## config.mk

```make
export PLATFORM = sky130hd
export DESIGN_NAME = modbus_rtu_frame_checker_unit
export DESIGN_NICKNAME = d
export VERILOG_FILES = /design/src/design/mrfc_pkg.sv /design/src/design/mrfc_frame_eval.sv /design/src/design/modbus_rtu_frame_checker_unit.sv
export VERILOG_INCLUDE_DIRS = /design/src /design/src/design
export SDC_FILE = /design/constraint.sdc
export NUM_CORES = 1
export LEC_CHECK = 0
export ABC_AREA = 1
export BUFFER_PORTS_ARGS = -buffer_cell sky130_fd_sc_hd__buf_2
export CELL_PAD_IN_SITES_DETAIL_PLACEMENT = 0
export CELL_PAD_IN_SITES_GLOBAL_PLACEMENT = 1
export CORE_ASPECT_RATIO = 0.75
export CORE_UTILIZATION = 39
export CTS_BUF_LIST = sky130_fd_sc_hd__clkbuf_16
export CTS_CLUSTER_SIZE = 28
export DETAILED_ROUTE_END_ITERATION = 10
export HOLD_SLACK_MARGIN = 0.08
export PLACE_DENSITY_LB_ADDON = 0.15
export SKIP_LAST_GASP = 1
export SYNTH_ARGS = -nofsm -noshare
export SYNTH_HDL_FRONTEND = slang
export SYNTH_SLANG_ARGS = --single-unit
```

## constraint.sdc

```tcl
create_clock -name clk -period 2.1 [get_ports clk]
set_input_delay 0.105 -clock clk [delete_from_list [all_inputs] [get_ports clk]]
set_output_delay 0.105 -clock clk [all_outputs]
set_load 0.01 [all_outputs]
```

## src/design/modbus_rtu_frame_checker_unit_assert.svh

```systemverilog
// Assertion macros for the Modbus RTU frame checker.
// Included by the top level; no other dependencies.
`ifndef MODBUS_RTU_FRAME_CHECKER_UNIT_ASSERT_SVH
`define MODBUS_RTU_FRAME_CHECKER_UNIT_ASSERT_SVH

// same-cycle implication, disabled in reset
`define MRFC_ASSERT_NOW(lbl, clk, rst_n, ante, cons) \
  lbl: assert property (@(posedge clk) disable iff (!rst_n) (ante) |-> (cons)) \
    else $error("mrfc assertion failed");

// next-cycle implication, disabled in reset
`define MRFC_ASSERT_NEXT(lbl, clk, rst_n, ante, cons) \
  lbl: assert property (@(posedge clk) disable iff (!rst_n) (ante) |=> (cons)) \
    else $error("mrfc assertion failed");

`endif

```

## src/design/mrfc_pkg.sv

```systemverilog
// Shared types, codes and CRC-16/MODBUS table for the Modbus RTU frame checker.
// No dependencies.
package mrfc_pkg;

  localparam int MAX_FRAME_DEF = 256;
  localparam int LEN_W         = 9;
  localparam int VERDICT_W     = 3;

  localparam logic [VERDICT_W-1:0] VERDICT_SUPPORTED   = 3'd0;
  localparam logic [VERDICT_W-1:0] VERDICT_UNSUPPORTED = 3'd1;
  localparam logic [VERDICT_W-1:0] VERDICT_OTHER_STA   = 3'd2;
  localparam logic [VERDICT_W-1:0] VERDICT_CRC_ERR     = 3'd3;
  localparam logic [VERDICT_W-1:0] VERDICT_TOO_SHORT   = 3'd4;
  localparam logic [VERDICT_W-1:0] VERDICT_TOO_LONG    = 3'd5;

  localparam logic [7:0] FC_READ_HOLDING = 8'h03;
  localparam logic [7:0] FC_READ_INPUT   = 8'h04;
  localparam logic [7:0] FC_WRITE_SINGLE = 8'h06;
  localparam logic [7:0] FC_WRITE_MULTI  = 8'h10;

  localparam logic [7:0]  STATION_RESET = 8'h01;
  localparam logic [15:0] CRC_INIT      = 16'hFFFF;
  localparam logic [15:0] CRC_POLY      = 16'hA001;

  typedef struct packed {
    logic [7:0] frame_byte;
    logic       last_byte;
  } in_item_t;

  typedef struct packed {
    logic [VERDICT_W-1:0] verdict;
    logic [7:0]           function_code;
    logic [LEN_W-1:0]     frame_length;
    logic [15:0]          computed_crc;
  } out_item_t;

  // one entry of the 256-entry reflected CRC table
  function automatic logic [15:0] crc_table(input logic [7:0] idx);
    logic [15:0] c;
    c = {8'h00, idx};
    for (int k = 0; k < 8; k++) begin
      c = c[0] ? ((c >> 1) ^ CRC_POLY) : (c >> 1);
    end
    return c;
  endfunction

  function automatic logic [15:0] crc_step(input logic [15:0] crc, input logic [7:0] b);
    return {8'h00, crc[15:8]} ^ crc_table(crc[7:0] ^ b);
  endfunction

endpackage

```

## src/design/mrfc_frame_eval.sv

```systemverilog
// Per-frame state and verdict logic: CRC accumulator, byte counter, header bytes.
// Depends on mrfc_pkg.
module mrfc_frame_eval #(
  parameter int MaxFrame = mrfc_pkg::MAX_FRAME_DEF
) (
  input  logic                clk,
  input  logic                rst_n,
  input  logic                fire,
  input  mrfc_pkg::in_item_t  item,
  input  logic [7:0]          station_address,
  output mrfc_pkg::out_item_t result
);

  localparam int CNT_W = $clog2(MaxFrame + 1);
  localparam logic [CNT_W-1:0] MAX_CNT = CNT_W'(MaxFrame);

  logic [15:0]      crc_r, crc_nxt, crc_upd;
  logic [CNT_W-1:0] cnt_r, cnt_nxt, len;
  logic [7:0]       station_r, station_nxt, sta;
  logic [7:0]       function_r, function_nxt, fc;
  logic [15:0]      trail_r, trail_nxt, trail_new, received;
  logic             overlong_r, overlong_nxt, too_long, too_short;
  logic             fc_known;

  always_comb begin
    too_long  = overlong_r || (cnt_r == MAX_CNT);
    len       = (cnt_r == MAX_CNT) ? MAX_CNT : cnt_r + CNT_W'(1);
    too_short = cnt_r < CNT_W'(3);
    sta       = (cnt_r == '0) ? item.frame_byte : station_r;
    fc        = (cnt_r == CNT_W'(1)) ? item.frame_byte : function_r;
    // CRC trails input by two bytes; the final pair is the received CRC
    crc_upd   = (cnt_r >= CNT_W'(2)) ? mrfc_pkg::crc_step(crc_r, trail_r[15:8]) : crc_r;
    trail_new = {trail_r[7:0], item.frame_byte};
    received  = {trail_new[7:0], trail_new[15:8]};
    fc_known  = (fc == mrfc_pkg::FC_READ_HOLDING) || (fc == mrfc_pkg::FC_READ_INPUT) ||
                (fc == mrfc_pkg::FC_WRITE_SINGLE) || (fc == mrfc_pkg::FC_WRITE_MULTI);

    if (too_short) begin
      result.verdict = mrfc_pkg::VERDICT_TOO_SHORT;
    end else if (too_long) begin
      result.verdict = mrfc_pkg::VERDICT_TOO_LONG;
    end else if (sta != station_address) begin
      result.verdict = mrfc_pkg::VERDICT_OTHER_STA;
    end else if (received != crc_upd) begin
      result.verdict = mrfc_pkg::VERDICT_CRC_ERR;
    end else if (fc_known) begin
      result.verdict = mrfc_pkg::VERDICT_SUPPORTED;
    end else begin
      result.verdict = mrfc_pkg::VERDICT_UNSUPPORTED;
    end
    result.function_code = fc;
    result.frame_length  = mrfc_pkg::LEN_W'(len);
    result.computed_crc  = {crc_upd[7:0], crc_upd[15:8]};

    crc_nxt      = crc_r;
    cnt_nxt      = cnt_r;
    station_nxt  = station_r;
    function_nxt = function_r;
    trail_nxt    = trail_r;
    overlong_nxt = overlong_r;
    if (fire) begin
      if (item.last_byte) begin
        crc_nxt      = mrfc_pkg::CRC_INIT;
        cnt_nxt      = '0;
        station_nxt  = '0;
        function_nxt = '0;
        trail_nxt    = '0;
        overlong_nxt = 1'b0;
      end else begin
        crc_nxt      = crc_upd;
        cnt_nxt      = len;
        station_nxt  = sta;
        function_nxt = fc;
        trail_nxt    = trail_new;
        overlong_nxt = too_long;
      end
    end
  end

  always_ff @(posedge clk) begin
    if (!rst_n) begin
      crc_r      <= mrfc_pkg::CRC_INIT;
      cnt_r      <= '0;
      station_r  <= '0;
      function_r <= '0;
      trail_r    <= '0;
      overlong_r <= 1'b0;
    end else begin
      crc_r      <= crc_nxt;
      cnt_r      <= cnt_nxt;
      station_r  <= station_nxt;
      function_r <= function_nxt;
      trail_r    <= trail_nxt;
      overlong_r <= overlong_nxt;
    end
  end

endmodule

```

## src/design/modbus_rtu_frame_checker_unit.sv

```systemverilog
// Modbus RTU frame checker: takes one received byte per cycle and, on the byte
// flagged last, returns one verdict with function code, length and CRC-16/MODBUS.
// An item passes an input register, then CRC table lookup and compare logic,
// then the result register. The sustained rate is one byte per cycle, but in_stall
// holds the input while a last byte waits. Bytes that are not
// last leave no result and advance even while a result waits; only a last byte
// waits for the result register to free up. The station address register
// resets to 1 and may be rewritten while no frame is in flight.
// Depends on mrfc_pkg, mrfc_frame_eval and modbus_rtu_frame_checker_unit_assert.svh.
`include "modbus_rtu_frame_checker_unit_assert.svh"

module modbus_rtu_frame_checker_unit #(
  parameter int MaxFrame = mrfc_pkg::MAX_FRAME_DEF
) (
  input  logic                clk,
  input  logic                rst_n,
  input  logic                in_valid,
  output logic                in_stall,
  input  mrfc_pkg::in_item_t  in_data,
  output logic                out_valid,
  input  logic                out_stall,
  output mrfc_pkg::out_item_t out_data,
  input  logic                cfg_wr_en,
  input  logic [7:0]          cfg_wr_data
);

  logic               in_vld_r, in_vld_nxt;
  mrfc_pkg::in_item_t in_item_r;
  logic               out_vld_r, out_vld_nxt;
  mrfc_pkg::out_item_t out_item_r, eval_res;
  logic [7:0]         station_r;
  logic               out_free, fire, in_take;

  always_comb begin
    out_free    = !out_vld_r || !out_stall;
    fire        = in_vld_r && (!in_item_r.last_byte || out_free);
    in_stall    = in_vld_r && !fire;
    in_take     = in_valid && !in_stall;
    in_vld_nxt  = in_take || (in_vld_r && !fire);
    out_vld_nxt = (fire && in_item_r.last_byte) || (out_vld_r && out_stall);
  end

  mrfc_frame_eval #(.MaxFrame(MaxFrame)) u_eval (
    .clk             (clk),
    .rst_n           (rst_n),
    .fire            (fire),
    .item            (in_item_r),
    .station_address (station_r),
    .result          (eval_res)
  );

  always_ff @(posedge clk) begin
    if (!rst_n) begin
      in_vld_r  <= 1'b0;
      out_vld_r <= 1'b0;
      station_r <= mrfc_pkg::STATION_RESET;
    end else begin
      in_vld_r  <= in_vld_nxt;
      out_vld_r <= out_vld_nxt;
      if (cfg_wr_en) begin
        station_r <= cfg_wr_data;
      end
    end
  end

  always_ff @(posedge clk) begin
    if (in_take) begin
      in_item_r <= in_data;
    end
    if (fire && in_item_r.last_byte) begin
      out_item_r <= eval_res;
    end
  end

  assign out_valid = out_vld_r;
  assign out_data  = out_item_r;

  `MRFC_ASSERT_NEXT(a_in_hold, clk, rst_n, in_vld_r && !fire, in_vld_r)
  `MRFC_ASSERT_NOW(a_no_overwrite, clk, rst_n,
    out_vld_r && out_stall, !(fire && in_item_r.last_byte))
  `MRFC_ASSERT_NOW(a_short_len, clk, rst_n,
    out_valid && out_data.verdict == mrfc_pkg::VERDICT_TOO_SHORT,
    out_data.frame_length < mrfc_pkg::LEN_W'(4))
  `MRFC_ASSERT_NOW(a_long_len, clk, rst_n,
    out_valid && out_data.verdict == mrfc_pkg::VERDICT_TOO_LONG,
    out_data.frame_length == mrfc_pkg::LEN_W'(MaxFrame))

endmodule

```

---- Word-level counts from Yosys, hierarchy flattened ----
Cells that the tools add are included.
word-level totals
  bits in registers ....................... 113
  input bits .............................. 22
  word-level logic and storage cells ...... 79
cells by class
  bitwise gates (word level) .............. 10
  $lt $le $gt $ge ......................... 2
  equal/unequal tests ..................... 8
  add/subtract/negate cells ............... 1
  multiplexer cells ....................... 22
  reduce and logical (&&, ||, !) cells .... 20
operators by type and width
  operator                                                            count
  two-way mux 16 bit                                                  11
  two-way mux 8 bit                                                   4
  inverter 2 -> 3 bit                                                 7
  two-way mux 9 bit                                                   2
  == test 8 x 3 -> 1 bit (second input constant)                      2
  inequality test 16 bit                                              1
  XOR 8 x 16 -> 16 bit                                                1
  adder 9 x 1 -> 9 bit (second input constant)                        1
  == test 9 x 1 -> 1 bit (second input constant)                      1
  == test 9 bit (second input constant)                               1
  greater-or-equal comparator 9 x 2 -> 1 bit (second input constant)  1
  logical NOT 9 bit                                                   1
  < comparator 9 x 2 -> 1 bit (second input constant)                 1
  == test 8 x 2 -> 1 bit (second input constant)                      1
  == test 8 x 5 -> 1 bit (second input constant)                      1
  logical OR 1 bit                                                    8
  inequality test 8 bit                                               1
  XOR 8 bit                                                           1
  logical AND 1 bit                                                   5
  logical NOT 1 bit                                                   5
  two-way mux 2 bit                                                   2
  two-way mux 1 bit                                                   3
  inverter 1 -> 3 bit                                                 1
  OR reduction 2 bit                                                  1

---- Logic depth before layout (Yosys ltp) ----
Gate-level depths: netlist of the first run.
  depth after elaboration ................. 23
  gate-level depth with buffers ........... 19
  gate-level depth less buffers ........... 19

---- Cells and area by module ----
A second synthesis of the first run with hierarchy kept.
unflattened totals
  cells, all modules ...................... 710
  area, all modules ....................... 5472.7 um^2
by module, submodules not included
  module                         cells an instance  area an instance (um^2)  instances  sequential area each (um^2)
  mrfc_frame_eval                612                3742.3                   1          1161.1
  modbus_rtu_frame_checker_unit  98                 1730.4                   1          1551.5

---- Least setup slack after synthesis of the first run ----
OpenSTA, ideal clock, no wires.
  path kind ............................... register -> register
  start ................................... register u_eval.cnt_r[0]
  end ..................................... register out_item_r, in the netlist out_data[33], data pin
  setup slack ............................. -0.098 ns
  period minus slack after synthesis ...... 2.198 ns
  arrival ................................. 1.938 ns
  cell stages (with the launch flop) ...... 16
  cell sequence ........................... dfxtp_1 inv_1 ha_1 nor2_2 buf_2 nand3_1 nand3_1 nand2_1 nor2_1 nand2_1 nor2_1 nand4_1 nor2_2 nand3_1 nand2_1 a21oi_1
between the ends
  word-level cells in the longest chain between the ends .. 10
  elaborated cells on any way between the ends .. 22
  those cells by class .................... 2 x order compare; 8 x eq/ne; 7 x mux; 5 x reduce/logical
RTL lines
  what                                                                                                 line                                 RTL
  start, declared                                                                                      mrfc_frame_eval.sv:18                logic [CNT_W-1:0] cnt_r, cnt_nxt, len;
  start signal, assigned                                                                               mrfc_frame_eval.sv:90                cnt_r <= cnt_nxt;
  parallel branches: the longest is 10 deep, another holds greater-or-equal comparator 9 x 2 -> 1 bit  --
  end signal, assigned                                                                                 modbus_rtu_frame_checker_unit.sv:71  out_item_r <= eval_res;
  end, declared                                                                                        modbus_rtu_frame_checker_unit.sv:30  mrfc_pkg::out_item_t out_item_r, eval_res;
Parallel ways; which one is timed is not known.
A chain may end at the register's enable or synchronous reset.

---- Worst setup path after layout of the first run ----
  start ................................... register u_eval.cnt_r[0]
  end ..................................... register out_item_r, in the netlist out_data[34], data pin
between the ends
  word-level cells in the longest chain between the ends .. 5
  elaborated cells on any way between the ends .. 12
  those cells by class .................... 2 x order compare; 3 x eq/ne; 4 x mux; 3 x reduce/logical
RTL lines
  what                                        line                   RTL
  greater-or-equal comparator 9 x 2 -> 1 bit  mrfc_frame_eval.sv:32  crc_upd = (cnt_r >= CNT_W'(2)) ? mrfc_pkg::crc_step(crc_r, trail_r[15:8]) : crc_r;
  two-way mux 16 bit                          mrfc_frame_eval.sv:32
  inequality test 16 bit                      mrfc_frame_eval.sv:44  end else if (received != crc_upd) begin
  two-way mux 2 bit                           mrfc_frame_eval.sv:44
  two-way mux 2 bit                           mrfc_frame_eval.sv:42  end else if (sta != station_address) begin
Several ways; a longest one is shown, not always the timed one.

==> run metrics, run 1 <==
total design power 0.00582 W; crit path max fanout 16; Total GRT Usage 24.0%; fin nets 904; routing usage on met2 35.3%; Die H 104 um; final WL 16000 um; prevailing post-synth register cell dfxtp_1; H-tree levels 4; Synth-to-Final Area Change 42.3%; met3 usage 5.34%; row count 36; post-synthesis mux area share 0%; first-pass GRT wire length 25500 um; Syn Area/Cell 7.73 um^2; crit end category flop; Ys Warns 0; Vias 5206; sequential area share after synthesis 50.6%; final worst slack -0.0882 ns; initial antenna violation count 0; die width 137 um; Layout fillers 1216; first drt pass iteration count 4; Final ANT Viol Nets 0; Synth Area in Compound Gates 9.28%; final hold violation count 0; Mapped Nets 720; failing checks setup timing; Clock Power Share 46.4%; layout cells sized above 1 27.4%; Critical Path, Cell by Cell inv_2 -> buf_4 -> ha_1 -> inv_1 -> nor2_2 -> buf_12 -> nor2_1 -> a21oi_2 -> xnor2_1 -> nand2_1 -> nor4_4 -> nand3_1 -> nand2_1 -> inv_1; headroom to the max-slew limit 63.6%; EDFF count, synth 45; R2R cell count 14; n_diodes 0; Max-Cap Viols 0; via density per instance 4.90; vias in the first global route 4925; Design Area, Final 7630 um^2; I/O pin count 60; drt wl/cell 15.1 um; core area 13200 um^2; count of final setup violators 4; busiest grt layer met2; Post-Syn Instances 694; Worst Skew 0.00891 ns; Post-synth ARST share 0%; Die ar. 14200 um^2; Layout Cells excl Fill 1062; Sw Share 25.0%; Crit path max-delay family simple AND/OR/NAND/NOR gates; internal power 0.00436 W; Tcrit/Tclk final 104%; Max stage delay on crit path 0.32 ns; Post-Synth Simple-Gate Area 28.8%; Period minus WS final 2.19 ns; Worst EP required 2.28 ns; hold-critical path depth 5; CTS tree yes; Residual DRC 0; RSZ-0062 raised after global routing yes; Placed Area 6430 um^2; Seq pwr share 41.6%; CP max-delay cell dfxtp_2; combinational fraction of design power 12.0%; Static Leak 3.53 nW; clock tree buffer depth 2; status finished, violations left; Slew @ Worst Pin 0.542 ns; fmax 457 MHz; # clock sinks 113; Psw 0.00146 W; Synth Area in Adders 0.933%; Critical path buffers and inverters 5; leading cell type in the layout, fill and taps excluded nand2_1; Peak VDD IR 0.000642 V; clock-pin slew on the worst setup and hold paths 0.05 ns; #FFs+latches synth 113; Starting DRT DRC Count 301; most frequent cells in the layout 233 x nand2_1, 89 x buf_4, 79 x inv_1; library cells used by synthesis 36; WS Path Type reg -> reg; GRT overflow 0; Power per Cell Area 762 nW/um^2; starting density of the core 40.7%; WP depth 14; hpwl dp 10500 um; CTS root buf clkbuf_16; fin util 57.8%; GRT met1 Usage 34.0%; placed cell count 983; synthesized cell area 5370 um^2; Worst-Skew Late Latency 0.42 ns; crit path launch type flop; CTS Buf Count 17; Port Buffer Count 59; pin count of the biggest net entering global routing 29; hold crit path type in -> reg; xor-xnor portion of the synthesized cell area 3.10%; Final GP Congestion 0.886; Slew Limit Fails 0; Critical Path AT 2.37 ns; main combinational cell family by area after synthesis simple AND/OR/NAND/NOR gates
[repair_timing]
action,in CTS,in global routing
gates cloned,3,0
gates resized for setup,37,15
pin swaps,18,10
buffers inserted,13,3
endpoints found under the hold margin,19,0
hold buffers,28,0
endpoints found under the setup margin,2,8
[logic make-up after synthesis]
kind of cell	Yosys count
flip-flops	113
XOR/XNOR	19
AO/OA/AOI/OAI	94
adder cells (fa/ha/maj)	4
AND/OR/NAND/NOR	364
buffers and inverters	100
[metal layers]
layer / vias up / wire [um]
met5: - / 0
met4: 0 / 291
met3: 26 / 975
met2: 145 / 7040
met1: 2429 / 7700
li1: 2606 / -
[per-stage QoR]
| step | hold WS, ns | setup WS [ns] | TNS, ns |
|---|---|---|---|
| global route | 0.149 | -0.279 | -0.837 |
| global placement | 0.283 | -0.0845 | -0.149 |
| finish | 0.0819 | -0.0882 | -0.251 |
| detailed placement | 0.284 | -0.137 | -0.269 |
| floorplan | 0.204 | 0.00365 | 0 |
| CTS | 0.0810 | -0.0866 | -0.250 |
[sequential cells by signal, indices dropped and copies added, names as in the netlist, 8 cells and up]
signal             flops
u_eval.crc_r          16
station_r              8
in_item_r              9
u_eval.station_r       8
out_data              36
u_eval.trail_r        16
u_eval.function_r      8
u_eval.cnt_r           9
[worst register-to-register path: cells and delay by family (launching register included)]
family	cells	cell delay [ns]
compound gates	1	0.14
simple gates	6	0.78
flops	1	0.32
fa+ha+maj	1	0.13
xor+xnor	1	0.13
buf+inv	5	0.45
[area by class of cell]
cell class                      count  area, um^2  share of cell area [%]
Tap cell                          171         214                    2.80
Multi-Input combinational cell    482        2440                    31.9
Clock inverter                     15         118                    1.54
Inverter                           78         293                    3.84
Timing Repair Buffer              186        1420                    18.6
Sequential cell                   113        2730                    35.7
Clock buffer                       17         425                    5.57
[synthesized netlist by cell type (2+ instances only)]
master / number / area [um^2]
o21ai_1: 3 / 15.0
a21oi_1: 61 / 305
buf_2: 3 / 15.0
inv_2: 2 / 7.51
nand2_4: 3 / 33.8
xor2_1: 13 / 114
o211ai_1: 9 / 67.6
clkinv_1: 2 / 7.51
ha_1: 4 / 50.1
dfxtp_1: 68 / 1360
buf_4: 2 / 15.0
nand2_2: 5 / 31.3
nand2_1: 240 / 901
nor2_1: 45 / 169
xnor2_1: 6 / 52.6
nor3_1: 3 / 15.0
edfxtp_1: 45 / 1350
inv_1: 74 / 278
nand3b_1: 3 / 22.5
nand3_2: 2 / 20.0
nand4_1: 6 / 37.5
nand3_1: 46 / 230
nor2_2: 4 / 25.0
o21ai_0: 19 / 95.1
clkbuf_1: 15 / 56.3
[power by group through the flow]
stage / clock, W / combinational, W / sequential [W]
3_5_place_dp: 0 / 0.000597 / 0.00246
6_report: 0.00270 / 0.000698 / 0.00242
2_1_floorplan: 0 / 0.000331 / 0.00245
5_1_grt: 0.00285 / 0.000774 / 0.00242
3_3_place_gp: 0 / 0.000591 / 0.00246
4_1_cts: 0.00273 / 0.000679 / 0.00242
[final timing paths]
kind | startpoint | endpoint | slack [ns]
setup / recovery | u_eval.cnt_r[0] | out_data[34] | -0.09
hold / removal | out_stall | out_valid | 0.08
setup reg to reg | u_eval.cnt_r[0] | out_data[34] | -0.09
hold reg to reg | u_eval.function_r[4] | u_eval.function_r[4] | 0.46
No activity file was read; power rests on OpenSTA's default activity.
==> inputs of run 2 (changes only) <==
clock period = 1.8 ns   (was 2.1 ns; I/O delays follow)
==> run 2 against run 1 <==
  * The run still ends with setup timing left
  * Fmax fell by 3.1%
  * Design area up 6.4%
  * Power up 20%
  * Utilization up 3.7 points
  * Non-clock buffer count is 36 higher
  * Sequential share of layout area is 1.9 points lower
  * First-iteration DRC count increased by 16%
  * Routed wire length rose by 4.6%
  * Setup slack got worse by 0.37 ns
  * Global-route usage grew 0.39 points
  * Highest routed layer unchanged
==> run metrics, run 2 (synthesized netlist as in run 1, its figures left out) <==
drt wl/cell 15.3 um (+1.2%); core area 13200 um^2 (unchanged); final worst slack -0.458 ns (-0.370 ns); CTS tree yes; Die ar. 14200 um^2 (unchanged); Period minus WS final 2.26 ns (+0.0703 ns); vias in the first global route 5241 (+6.4%); placed cell count 1017 (+3.5%); crit path max fanout 5 (-11); hold crit path type in -> reg; busiest grt layer met2; Worst-Skew Late Latency 0.42 ns (about the same); Worst EP required 1.98 ns (-0.30 ns); Register Area 2740 um^2 (+0.64%); # clock sinks 113 (unchanged); initial antenna violation count 0 (unchanged); first drt pass iteration count 4 (unchanged); Die H 104 um (unchanged); Synth-to-Final Area Change 51.4%; Final ANT Viol Nets 0 (unchanged); row count 36 (unchanged); CTS Buf Count 17 (unchanged); fin nets 940 (+4.0%); I/O pin count 60 (unchanged); max FFs per register 36 (unchanged); Worst Skew 0.00946 ns (+0.000556 ns); dpl ws -0.539 ns (-0.402 ns); die width 137 um (unchanged); Slew Limit Fails 0 (unchanged); status finished, violations left; via density per instance 4.92 (+0.31%); footprint of the multi-input gates 2620 um^2 (+7.6%); pin count of the biggest net entering global routing 31 (+6.9%); Vias 5399 (+3.7%); fmax 443 MHz (-3.1%); starting density of the core 40.7% (unchanged); Residual DRC 0 (unchanged); met3 usage 6.51% (+1.2 points); RSZ-0062 raised after global routing yes; final setup TNS -0.935 ns (-0.684 ns); crit end category flop; layout cells sized above 1 36.5% (+9.1 points); most frequent cells in the layout 212 x nand2_1, 117 x buf_4, 63 x inv_1; Critical Path AT 2.44 ns (+0.07 ns); n_diodes 0 (unchanged); final WL 16800 um (+4.6%); Final GP Congestion 0.852 (-3.8%); Layout fillers 1167 (-4.0%); Tcrit/Tclk final 125% (+21 points); GRT met1 Usage 34.0% (-0.052 points); hpwl dp 10700 um (+1.5%); Power per Cell Area 858 nW/um^2 (+13%); first-pass GRT wire length 26200 um (+2.7%); Slew @ Worst Pin 0.547 ns (+0.00450 ns); Static Leak 3.68 nW (+4.2%); Starting DRT DRC Count 349 (+16%); Total GRT Usage 24.4% (+0.39 points); H-tree levels 4 (unchanged); count of final setup violators 3 (-1); final hold violation count 0 (unchanged); leading cell type in the layout, fill and taps excluded nand2_1; Layout Cells excl Fill 1098 (+3.4%); clock-pin slew on the worst setup and hold paths 0.06 ns (about the same); clock tree buffer depth 2 (unchanged); GRT overflow 0 (unchanged); Peak VDD IR 0.000701 V (+9.1%); CTS root buf clkbuf_16; crit path launch type flop; WS Path Type reg -> reg; Port Buffer Count 59 (unchanged); Max-Cap Viols 0 (unchanged); routing usage on met2 36.9% (+1.6 points); failing checks setup timing; headroom to the max-slew limit 63.3% (-0.30 points)
[run 2: path summary, 6_finish.rpt]
check	start	cells past startpoint	slack, ns	to
worst min register to register	u_eval.function_r[0]	2	0.46	u_eval.function_r[0]
worst max register to register	u_eval.cnt_r[7]	13	-0.46	out_data[34]
worst min-delay path	in_data[4]	2	0.37	in_item_r[4]
worst max-delay path	u_eval.cnt_r[7]	13	-0.46	out_data[34]
[run 2: metal layers]
layer	up-vias	wire (um)
li1	2679	-
met5	-	0
met4	0	272
met2	136	7650
met3	22	801
met1	2562	8030
[run 2: worst max-delay path: stages (launching register included)]
cell and delay, ns:
dfxtp_2 0.33, nor2_4 0.12, buf_6 0.09, nand4_1 0.18, nor2_4 0.24, buf_6 0.16
buf_6 0.11, a21oi_4 0.06, xnor2_2 0.18, nand2_2 0.10, nor4_4 0.25, nand3_1 0.10
nand2_1 0.07, inv_1 0.04
[run 2: layout make-up]
class	instances	area share, %
Multi-Input combinational cell	482	32.3
Clock buffer	17	5.24
Sequential cell	113	33.8
Clock inverter	15	1.65
Inverter	78	3.73
Timing Repair Buffer	222	20.7
Tap cell	171	2.63
[run 2: what timing repair did]
item                                   in CTS  in global routing
setup buffers                               6                 12
hold buffers                               29                  0
gates cloned                                2                  1
pin swaps                                  23                 22
setup endpoints to repair                   6                 31
endpoints found under the hold margin      19                  0
gates resized for setup                    50                 78
[run 2: through the flow]
step | instance area [um^2] | hold WS, ns | utilization [%] | power, W
6_report | 8130 | 0.372 | 61.6 | 0.00697
3_5_place_dp | 6700 | 0.270 | 50.8 | 0.00361
4_1_cts | 7760 | 0.361 | 58.8 | 0.00691
3_3_place_gp | 6700 | 0.267 | 50.8 | 0.00360
5_1_grt | 8130 | 0.372 | 61.6 | 0.00723
2_1_floorplan | 5410 | 0.189 | - | 0.00325
[run 2: where the power goes]
group / switching (W) / internal, W
combinational: 0.000513 / 0.000422
clock: 0.00131 / 0.00191
sequential: 0.0000686 / 0.00275
total: 0.00189 / 0.00508
